## src/hdl/playlist_list_with_cursor_top_macros.svh

```systemverilog
`ifndef PLAYLIST_LIST_WITH_CURSOR_TOP_MACROS_SVH
`define PLAYLIST_LIST_WITH_CURSOR_TOP_MACROS_SVH

// same-cycle implication under reset
`define PLWC_ASSERT_NOW(label, clk, rstn, ante, cons) \
    label: assert property (@(posedge clk) disable iff (!(rstn)) (ante) |-> (cons)) \
        else $error("playlist list check failed");

// next-cycle implication under reset
`define PLWC_ASSERT_NEXT(label, clk, rstn, ante, cons) \
    label: assert property (@(posedge clk) disable iff (!(rstn)) (ante) |=> (cons)) \
        else $error("playlist list check failed");

`endif

```

## src/hdl/plwc_pkg.sv

```systemverilog
package plwc_pkg;

    typedef enum logic [2:0] {
        OP_APPEND  = 3'd0,
        OP_NEXT    = 3'd1,
        OP_PREV    = 3'd2,
        OP_REM_HD  = 3'd3,
        OP_INSERT  = 3'd4,
        OP_DELETE  = 3'd5,
        OP_RESTART = 3'd6,
        OP_CLEAR   = 3'd7
    } op_t;

    typedef enum logic [2:0] {
        STAT_OK      = 3'd0,
        STAT_EMPTY   = 3'd1,
        STAT_NO_NEXT = 3'd2,
        STAT_NO_PREV = 3'd3,
        STAT_RANGE   = 3'd4,
        STAT_FULL    = 3'd5
    } status_t;

    typedef enum logic [2:0] {
        S_IDLE,
        S_DECODE,
        S_SHIFT,
        S_WRITE_ID,
        S_READ_CUR,
        S_RESULT
    } state_t;

    localparam int ID_FIELD_W  = 16;
    localparam int POS_FIELD_W = 7;
    localparam int CUR_FIELD_W = 6;
    localparam int CNT_FIELD_W = 7;
    localparam int S_DATA_W    = 32;
    localparam int M_DATA_W    = 32;

endpackage

```

## src/hdl/plwc_ram.sv

```systemverilog
module plwc_ram #(
    parameter int WIDTH = 16,
    parameter int DEPTH = 64
) (
    input  logic                     aclk,
    input  logic                     we,
    input  logic [$clog2(DEPTH)-1:0] waddr,
    input  logic [WIDTH-1:0]         wdata,
    input  logic                     re,
    input  logic [$clog2(DEPTH)-1:0] raddr,
    output logic [WIDTH-1:0]         rd_data_reg
);

    logic [WIDTH-1:0] mem_reg [DEPTH];

    always_ff @(posedge aclk) begin
        if (we) begin
            mem_reg[waddr] <= wdata;
        end
        if (re) begin
            rd_data_reg <= mem_reg[raddr];
        end
    end

endmodule

```

## src/hdl/playlist_list_with_cursor_top.sv

```systemverilog
// channel   direction  handshake            payload
// s_        in         s_tvalid / s_tready  command request (op, id, position)
// m_        out        m_tvalid / m_tready  result request (status, cursor, id, count)
// cfg_      in         cfg_valid/cfg_ready  loop_mode, always ready
//
// a plain command passes S_DECODE, S_READ_CUR and S_RESULT after accept, then returns to S_IDLE
// remove head and delete add S_SHIFT, insert adds S_SHIFT and S_WRITE_ID (up to CAPACITY-1 entries moved)
// entries move one per cycle through the single read and write port of the store
// s_tready is high only while idle; a finished result waits in the output register
// synchronous active-low reset clears list count, cursor, mode and handshakes
`include "playlist_list_with_cursor_top_macros.svh"

module playlist_list_with_cursor_top #(
    parameter int CAPACITY = 64,
    parameter int ID_WIDTH = 16
) (
    input  logic        aclk,
    input  logic        aresetn,
    input  logic        s_tvalid,
    output logic        s_tready,
    // [2:0] operation, [18:3] song_id, [25:19] position, [31:26] zero
    input  logic [31:0] s_tdata,
    output logic        m_tvalid,
    input  logic        m_tready,
    // [2:0] status, [8:3] cursor_position, [24:9] current_song, [31:25] entry_count
    output logic [31:0] m_tdata,
    input  logic        cfg_valid,
    output logic        cfg_ready,
    input  logic [0:0]  cfg_data
);

    localparam int STORE_W = (ID_WIDTH < plwc_pkg::ID_FIELD_W) ? ID_WIDTH
                                                               : plwc_pkg::ID_FIELD_W;
    localparam int AW      = $clog2(CAPACITY);
    localparam int CNT_W   = $clog2(CAPACITY + 1);
    localparam int CW      = (CNT_W > plwc_pkg::POS_FIELD_W) ? CNT_W
                                                             : plwc_pkg::POS_FIELD_W;

    plwc_pkg::state_t  state_reg, state_next;
    plwc_pkg::status_t status_reg, status_next;
    plwc_pkg::op_t     op_reg;
    logic [STORE_W-1:0]                id_reg;
    logic [plwc_pkg::POS_FIELD_W-1:0]  pos_reg;
    logic [CNT_W-1:0] count_reg, count_next;
    logic [AW-1:0]    cursor_reg, cursor_next;
    logic [AW-1:0]    rd_idx_reg, rd_idx_next;
    logic [AW-1:0]    wr_idx_reg, wr_idx_next;
    logic [CNT_W-1:0] left_reg, left_next;
    logic             pend_reg, pend_next;
    logic             up_reg, up_next;
    logic             loop_reg;
    logic             m_valid_reg, m_valid_next;
    logic [31:0]      m_data_reg;
    logic             load_out;

    logic               ram_we, ram_re;
    logic [AW-1:0]      ram_waddr, ram_raddr;
    logic [STORE_W-1:0] ram_wdata, ram_rdata;

    logic [CW-1:0] cnt_x, pos_x, cur_x, dcnt_x, dcur_x, tmp_x;

    assign s_tready  = (state_reg == plwc_pkg::S_IDLE);
    assign m_tvalid  = m_valid_reg;
    assign m_tdata   = m_data_reg;
    assign cfg_ready = 1'b1;

    assign cnt_x = CW'(count_reg);
    assign pos_x = CW'(pos_reg);
    assign cur_x = CW'(cursor_reg);

    plwc_ram #(
        .WIDTH(STORE_W),
        .DEPTH(CAPACITY)
    ) u_store (
        .aclk       (aclk),
        .we         (ram_we),
        .waddr      (ram_waddr),
        .wdata      (ram_wdata),
        .re         (ram_re),
        .raddr      (ram_raddr),
        .rd_data_reg(ram_rdata)
    );

    always_ff @(posedge aclk) begin
        if (!aresetn) begin
            state_reg   <= plwc_pkg::S_IDLE;
            status_reg  <= plwc_pkg::STAT_OK;
            count_reg   <= '0;
            cursor_reg  <= '0;
            rd_idx_reg  <= '0;
            wr_idx_reg  <= '0;
            left_reg    <= '0;
            pend_reg    <= 1'b0;
            up_reg      <= 1'b0;
            loop_reg    <= 1'b0;
            m_valid_reg <= 1'b0;
        end else begin
            state_reg   <= state_next;
            status_reg  <= status_next;
            count_reg   <= count_next;
            cursor_reg  <= cursor_next;
            rd_idx_reg  <= rd_idx_next;
            wr_idx_reg  <= wr_idx_next;
            left_reg    <= left_next;
            pend_reg    <= pend_next;
            up_reg      <= up_next;
            m_valid_reg <= m_valid_next;
            if (cfg_valid && cfg_ready) begin
                loop_reg <= cfg_data[0];
            end
        end
    end

    // command and result payload
    always_ff @(posedge aclk) begin
        if (s_tvalid && s_tready) begin
            op_reg  <= plwc_pkg::op_t'(s_tdata[2:0]);
            id_reg  <= s_tdata[3 +: STORE_W];
            pos_reg <= s_tdata[19 +: plwc_pkg::POS_FIELD_W];
        end
        if (load_out) begin
            m_data_reg[2:0]   <= status_reg;
            m_data_reg[8:3]   <= cur_x[plwc_pkg::CUR_FIELD_W-1:0];
            m_data_reg[24:9]  <= (count_reg == '0) ? '0 : plwc_pkg::ID_FIELD_W'(ram_rdata);
            m_data_reg[31:25] <= cnt_x[plwc_pkg::CNT_FIELD_W-1:0];
        end
    end

    always_comb begin
        state_next   = state_reg;
        status_next  = status_reg;
        count_next   = count_reg;
        cursor_next  = cursor_reg;
        rd_idx_next  = rd_idx_reg;
        wr_idx_next  = wr_idx_reg;
        left_next    = left_reg;
        pend_next    = pend_reg;
        up_next      = up_reg;
        m_valid_next = m_valid_reg;
        load_out     = 1'b0;
        ram_we       = 1'b0;
        ram_waddr    = wr_idx_reg;
        ram_wdata    = ram_rdata;
        ram_re       = 1'b0;
        ram_raddr    = rd_idx_reg;
        dcnt_x       = cnt_x - CW'(1);
        dcur_x       = (pos_x < cur_x) ? (cur_x - CW'(1)) : cur_x;
        tmp_x        = '0;

        if (m_valid_reg && m_tready) begin
            m_valid_next = 1'b0;
        end

        case (state_reg)
            plwc_pkg::S_IDLE: begin
                if (s_tvalid) begin
                    state_next = plwc_pkg::S_DECODE;
                end
            end
            plwc_pkg::S_DECODE: begin
                status_next = plwc_pkg::STAT_OK;
                state_next  = plwc_pkg::S_READ_CUR;
                pend_next   = 1'b0;
                case (op_reg)
                    plwc_pkg::OP_APPEND: begin
                        if (cnt_x == CW'(CAPACITY)) begin
                            status_next = plwc_pkg::STAT_FULL;
                        end else begin
                            ram_we     = 1'b1;
                            ram_waddr  = cnt_x[AW-1:0];
                            ram_wdata  = id_reg;
                            count_next = count_reg + CNT_W'(1);
                        end
                    end
                    plwc_pkg::OP_NEXT: begin
                        if (count_reg == '0) begin
                            status_next = plwc_pkg::STAT_EMPTY;
                        end else if (cur_x + CW'(1) < cnt_x) begin
                            cursor_next = cursor_reg + AW'(1);
                        end else if (loop_reg) begin
                            cursor_next = '0;
                        end else begin
                            status_next = plwc_pkg::STAT_NO_NEXT;
                        end
                    end
                    plwc_pkg::OP_PREV: begin
                        if (count_reg == '0) begin
                            status_next = plwc_pkg::STAT_EMPTY;
                        end else if (cursor_reg != '0) begin
                            cursor_next = cursor_reg - AW'(1);
                        end else if (loop_reg) begin
                            cursor_next = dcnt_x[AW-1:0];
                        end else begin
                            status_next = plwc_pkg::STAT_NO_PREV;
                        end
                    end
                    plwc_pkg::OP_REM_HD: begin
                        if (count_reg == '0) begin
                            status_next = plwc_pkg::STAT_EMPTY;
                        end else begin
                            left_next   = dcnt_x[CNT_W-1:0];
                            rd_idx_next = AW'(1);
                            up_next     = 1'b0;
                            count_next  = dcnt_x[CNT_W-1:0];
                            if (cursor_reg != '0) begin
                                cursor_next = cursor_reg - AW'(1);
                            end
                            state_next = plwc_pkg::S_SHIFT;
                        end
                    end
                    plwc_pkg::OP_INSERT: begin
                        if (count_reg == '0 && pos_reg != '0) begin
                            status_next = plwc_pkg::STAT_EMPTY;
                        end else if (pos_x > cnt_x) begin
                            status_next = plwc_pkg::STAT_RANGE;
                        end else if (cnt_x == CW'(CAPACITY)) begin
                            status_next = plwc_pkg::STAT_FULL;
                        end else begin
                            tmp_x       = cnt_x - pos_x;
                            left_next   = tmp_x[CNT_W-1:0];
                            rd_idx_next = dcnt_x[AW-1:0];
                            up_next     = 1'b1;
                            count_next  = count_reg + CNT_W'(1);
                            if (count_reg != '0 && pos_x <= cur_x) begin
                                cursor_next = cursor_reg + AW'(1);
                            end
                            state_next = plwc_pkg::S_SHIFT;
                        end
                    end
                    plwc_pkg::OP_DELETE: begin
                        if (count_reg == '0 && pos_reg != '0) begin
                            status_next = plwc_pkg::STAT_EMPTY;
                        end else if (pos_x >= cnt_x) begin
                            status_next = plwc_pkg::STAT_RANGE;
                        end else begin
                            tmp_x       = dcnt_x - pos_x;
                            left_next   = tmp_x[CNT_W-1:0];
                            tmp_x       = pos_x + CW'(1);
                            rd_idx_next = tmp_x[AW-1:0];
                            up_next     = 1'b0;
                            count_next  = dcnt_x[CNT_W-1:0];
                            if (dcnt_x == '0) begin
                                cursor_next = '0;
                            end else if (dcur_x >= dcnt_x) begin
                                tmp_x       = dcnt_x - CW'(1);
                                cursor_next = tmp_x[AW-1:0];
                            end else begin
                                cursor_next = dcur_x[AW-1:0];
                            end
                            state_next = plwc_pkg::S_SHIFT;
                        end
                    end
                    plwc_pkg::OP_RESTART: begin
                        if (count_reg == '0) begin
                            status_next = plwc_pkg::STAT_EMPTY;
                        end else begin
                            cursor_next = '0;
                        end
                    end
                    default: begin
                        count_next  = '0;
                        cursor_next = '0;
                    end
                endcase
            end
            plwc_pkg::S_SHIFT: begin
                // each cycle: one read issued while entries remain, one earlier pending read written back
                if (pend_reg) begin
                    ram_we    = 1'b1;
                    ram_waddr = wr_idx_reg;
                    ram_wdata = ram_rdata;
                end
                if (left_reg != '0) begin
                    ram_re      = 1'b1;
                    ram_raddr   = rd_idx_reg;
                    pend_next   = 1'b1;
                    wr_idx_next = up_reg ? (rd_idx_reg + AW'(1)) : (rd_idx_reg - AW'(1));
                    rd_idx_next = up_reg ? (rd_idx_reg - AW'(1)) : (rd_idx_reg + AW'(1));
                    left_next   = left_reg - CNT_W'(1);
                end else begin
                    pend_next  = 1'b0;
                    state_next = up_reg ? plwc_pkg::S_WRITE_ID : plwc_pkg::S_READ_CUR;
                end
            end
            plwc_pkg::S_WRITE_ID: begin
                ram_we     = 1'b1;
                ram_waddr  = pos_x[AW-1:0];
                ram_wdata  = id_reg;
                state_next = plwc_pkg::S_READ_CUR;
            end
            plwc_pkg::S_READ_CUR: begin
                ram_re     = 1'b1;
                ram_raddr  = cursor_reg;
                state_next = plwc_pkg::S_RESULT;
            end
            plwc_pkg::S_RESULT: begin
                if (!m_valid_reg || m_tready) begin
                    load_out     = 1'b1;
                    m_valid_next = 1'b1;
                    state_next   = plwc_pkg::S_IDLE;
                end
            end
            default: begin
                state_next = plwc_pkg::S_IDLE;
            end
        endcase
    end

    `PLWC_ASSERT_NOW(a_count_cap, aclk, aresetn, 1'b1, cnt_x <= CW'(CAPACITY))
    `PLWC_ASSERT_NOW(a_cursor_in_list, aclk, aresetn, 1'b1, (count_reg == '0) ? (cursor_reg == '0) : (cur_x < cnt_x))
    `PLWC_ASSERT_NEXT(a_accept_decode, aclk, aresetn, s_tvalid && s_tready, state_reg == plwc_pkg::S_DECODE)
    `PLWC_ASSERT_NEXT(a_shift_ends, aclk, aresetn, state_reg == plwc_pkg::S_SHIFT && left_reg == '0, state_reg != plwc_pkg::S_SHIFT && !pend_reg)

endmodule
```

## config.mk

```make
export PLATFORM = sky130hd
export DESIGN_NAME = playlist_list_with_cursor_top
export DESIGN_NICKNAME = d
export VERILOG_FILES = /design/src/hdl/plwc_pkg.sv /design/src/hdl/plwc_ram.sv /design/src/hdl/playlist_list_with_cursor_top.sv
export VERILOG_INCLUDE_DIRS = /design/src /design/src/hdl
export SDC_FILE = /design/constraint.sdc
export NUM_CORES = 2
export LEC_CHECK = 0
export BUFFER_PORTS_ARGS = -buffer_cell sky130_fd_sc_hd__buf_4
export CORE_MARGIN = 1
export CORE_UTILIZATION = 50
export CTS_CLUSTER_DIAMETER = 30
export DETAILED_ROUTE_END_ITERATION = 6
export PLACE_DENSITY = 0.64
export REMOVE_ABC_BUFFERS = 1
export SKIP_LAST_GASP = 1
export SYNTH_ARGS = -nofsm -noshare
export SYNTH_HDL_FRONTEND = slang
export SYNTH_SLANG_ARGS = --single-unit
```

## constraint.sdc

```tcl
create_clock -name aclk -period 8 [get_ports aclk]
set_input_delay 0.4 -clock aclk [delete_from_list [all_inputs] [get_ports aclk]]
set_output_delay 0.4 -clock aclk [all_outputs]
set_load 0.02 [all_outputs]
```

==> flow_metrics.py <==
metrics = {
    "clock_network": {
        "numCtsBuffers": 201,
        "clock_latency_ps": 790,
        "clock_path_buffers": 3,
        "cts_resized": 0,
        "root_buffer": "clkbuf_16",
        "cts.sinks": 1140,
        "cts_tree": "yes",
        "cts.clk_slew.worst_paths_ps": 50,
        "cts_max_level": 4,
    },
    "die": {
        "die_h_um": 307,
        "die_x_um": 307,
        "core-area_um2": 91900,
        "initial_utilization_pct": 50.6,
        "dieArea_um2": 94200,
        "ios": 73,
        "row_count": 111,
    },
    "synth": {
        "ys_types": 80,
        "ys_async_sr_fraction_pct": 0,
        "synth_top_area_share_pct": 70.9,
        "syn_inst": 2703,
        "synth_largest_area_cell": "edfxtp_1",
        "postSynthAreaPerCell_um2": 17.2,
        "seq_area_frac_synth_pct": 72.7,
        "synth_area_um2": 46500,
        "synth_edf_count": 1098,
        "yosys_warnings": 0,
        "netlist_top_cells_area": "edfxtp_1, mux4_2, dfxtp_1, nand2_1, mux2i_1",
        "ys_ff_latch": 1140,
        "ys.flop_type": "edfxtp_1",
    },
    "run_status": {
        "status": "finished clean",
    },
    "pwr": {
        "p_per_area_nw_per_um2": 286,
        "p_leak_nw": 19.4,
        "report.power.total_mw": 16.1,
        "pwr-share-comb_pct": 4.3,
        "clock_power_share_pct": 54.5,
        "power_frac_seq_pct": 41.2,
        "power.net_switching_mw": 3.42,
        "power.internal_mw": 12.7,
        "vdd_drop_max_mv": 0.180,
        "switching_share_pct": 21.2,
    },
    "global_route": {
        "antenna_found_initial": 5,
        "grt_max_degree": 130,
        "grt_usage_pct": 25.8,
        "grt_first_pass_wirelength_um": 176000,
        "gr-total-overflow": 0,
        "grt_pass1_vias": 27100,
    },
    "finish": {
        "antenna_cells": 0,
        "largest_reg_flops": 1024,
        "layout_common_cells": "edfxtp_1, nand2_1, clkbuf_16, mux4_2, buf_4",
        "fin_nets": 3048,
        "drive_above_1_share_pct": 23.3,
        "syn_to_final_growth_pct": 20.8,
        "mostFrequentLayoutCell": "edfxtp_1",
    },
    "worst_setup_path": {
        "critPathSlowestCell": "a222oi_1",
        "crit_family": "simple AND/OR/NAND/NOR gates",
        "startpoint": "state_reg[0]",
        "end_kind": "flop",
        "cp_num_buf_inv": 2,
        "criticalPathCategory": "reg -> reg",
        "crit_top_cell": "buf_4",
        "cp_max_fo": 24,
        "crit_arrival_ps": 5700,
        "worstPathRequired_ps": 8470,
        "worstPathCellList": "or3b_1, nor3_4, a21oi_2, buf_4, a222oi_1, nand3_1, nor2_1, buf_4",
        "rr_startpoint": "state_reg[0]",
        "cp-start-kind": "flop",
        "cp_slowest_stage_delay_ps": 1080,
    },
    "timing": {
        "finalClockSkew_ps": 39.9,
        "period_share_pct": 65.4,
        "grt_setup_unrepaired": "no",
        "hold_viol_final": 0,
        "drv_slew": 0,
        "fmax_mhz": 191,
        "slew-limit-headroom_pct": 9.85,
        "setup_viol": 0,
        "tns_ps": 0,
        "period_needed_ps": 5230,
        "worst_pin_slew_ps": 1350,
    },
    "hold_path": {
        "hold_path.startpoint": "m_tready",
        "hp-class": "in -> reg",
    },
    "routing": {
        "drt_iter0_markers": 3131,
        "drt_pass1_iterations": 6,
        "drt-total-wl_um": 120000,
        "vias": 26800,
        "route.detailed.drc": 0,
        "wl_per_cell_um": 27.4,
        "via_per_inst": 6.12,
        "detail-route-antenna-nets": 0,
    },
    "placement": {
        "hpwlAfterDp_um": 68800,
        "gp_congestion": 0.904,
        "io_buffers": 65,
    },
    "run": {
        "drv_cap": 0,
    },
}
## power by group through the flow
stage / clock network (mW) / logic (mW) / registers (mW)
after floorplan: 0 / 0.553 / 6.73
after global placement: 0 / 0.659 / 6.74
after detailed placement: 0 / 0.676 / 6.74
after CTS: 8.86 / 0.692 / 6.63
after global routing: 9.13 / 0.745 / 6.62
final: 8.77 / 0.691 / 6.63
## synthesized netlist by cell type (all sizes together) (10+ instances only)
cell type and number:
a211oi 10, a21oi 58, a221oi 49, a22o 22
a22oi 70, a31oi 42, and2 25, and3 36
and4 17, buf 81, clkbuf 65, dfxtp 42
edfxtp 1098, ha 47, inv 43, mux2 17
mux2i 75, mux4 187, nand2 214, nand2b 13
nand3 37, nand4 26, nor2 153, nor3 23
o21ai 72, o22ai 14, or3 12, xnor2 30
## metal layers
layer  GRT usage (%)  share of wire (%)  vias up
met5               0              0.023        -
met4            9.94                3.2        4
met3            5.49                8.4      263
li1                -                  -    11500
met1            34.5                 40    13700
met2            41.5                 49     1293
## worst paths after layout
kind	endpoint	slack (ps)	cells past startpoint
setup / recovery	u_store.mem_reg[19][13]	2770	8
hold / removal	state_reg[2]	60	4
hold reg to reg	m_tdata[2]	430	0
setup reg to reg	u_store.mem_reg[19][13]	2770	8
## metrics by stage
step	utilization (%)	area, um2	worst slack (ps)	cells	hold WS, ps
6_report	61.1	56200	2770	4370	56.6
5_1_grt	61.1	56200	2540	4370	60.4
4_1_cts	61.1	56200	2830	4370	11.5
3_5_place_dp	53.1	48800	2790	3972	419
3_3_place_gp	53.1	48800	2960	3972	416
2_1_floorplan	-	45800	-18680	2557	408
## tightest hold or removal path: cells and delay by family
kind	cells	cell delay, ps
buffers and inverters	2	180
and+or+nand+nor	1	100
AOI/OAI and AO/OA	1	80
## final cells by class
cell class,count,area (um2)
multi-input combinational,1372,11900
clock buffer,220,5180
fill,6458,35800
sequential,1140,33800
timing repair buffer,201,1630
tap,1243,1560
clock inverter,149,1890
inverter,45,169
## what timing repair did
action,4_1_cts,5_1_grt
hold buffers,29,0
setup buffers,0,0
hold endpoints to repair,28,0
## kinds of logic (layout without fill, tap and decap cells)
| family | Yosys count | count (layout) | synth area share [%] |
|---|---|---|---|
| AND/OR/NAND/NOR | 585 | 585 | 5.96 |
| flip-flops | 1140 | 1140 | 72.7 |
| AO/OA/AOI/OAI | 419 | 419 | 6.32 |
| XOR/XNOR | 39 | 39 | 0.734 |
| other | 1 | 1 | 0.00806 |
| multiplexers | 279 | 279 | 11.1 |
| buffers and inverters | 191 | 615 | 1.85 |
| adder cells (fa/ha/maj) | 49 | 49 | 1.35 |
Power figures use the tool's default switching activity.
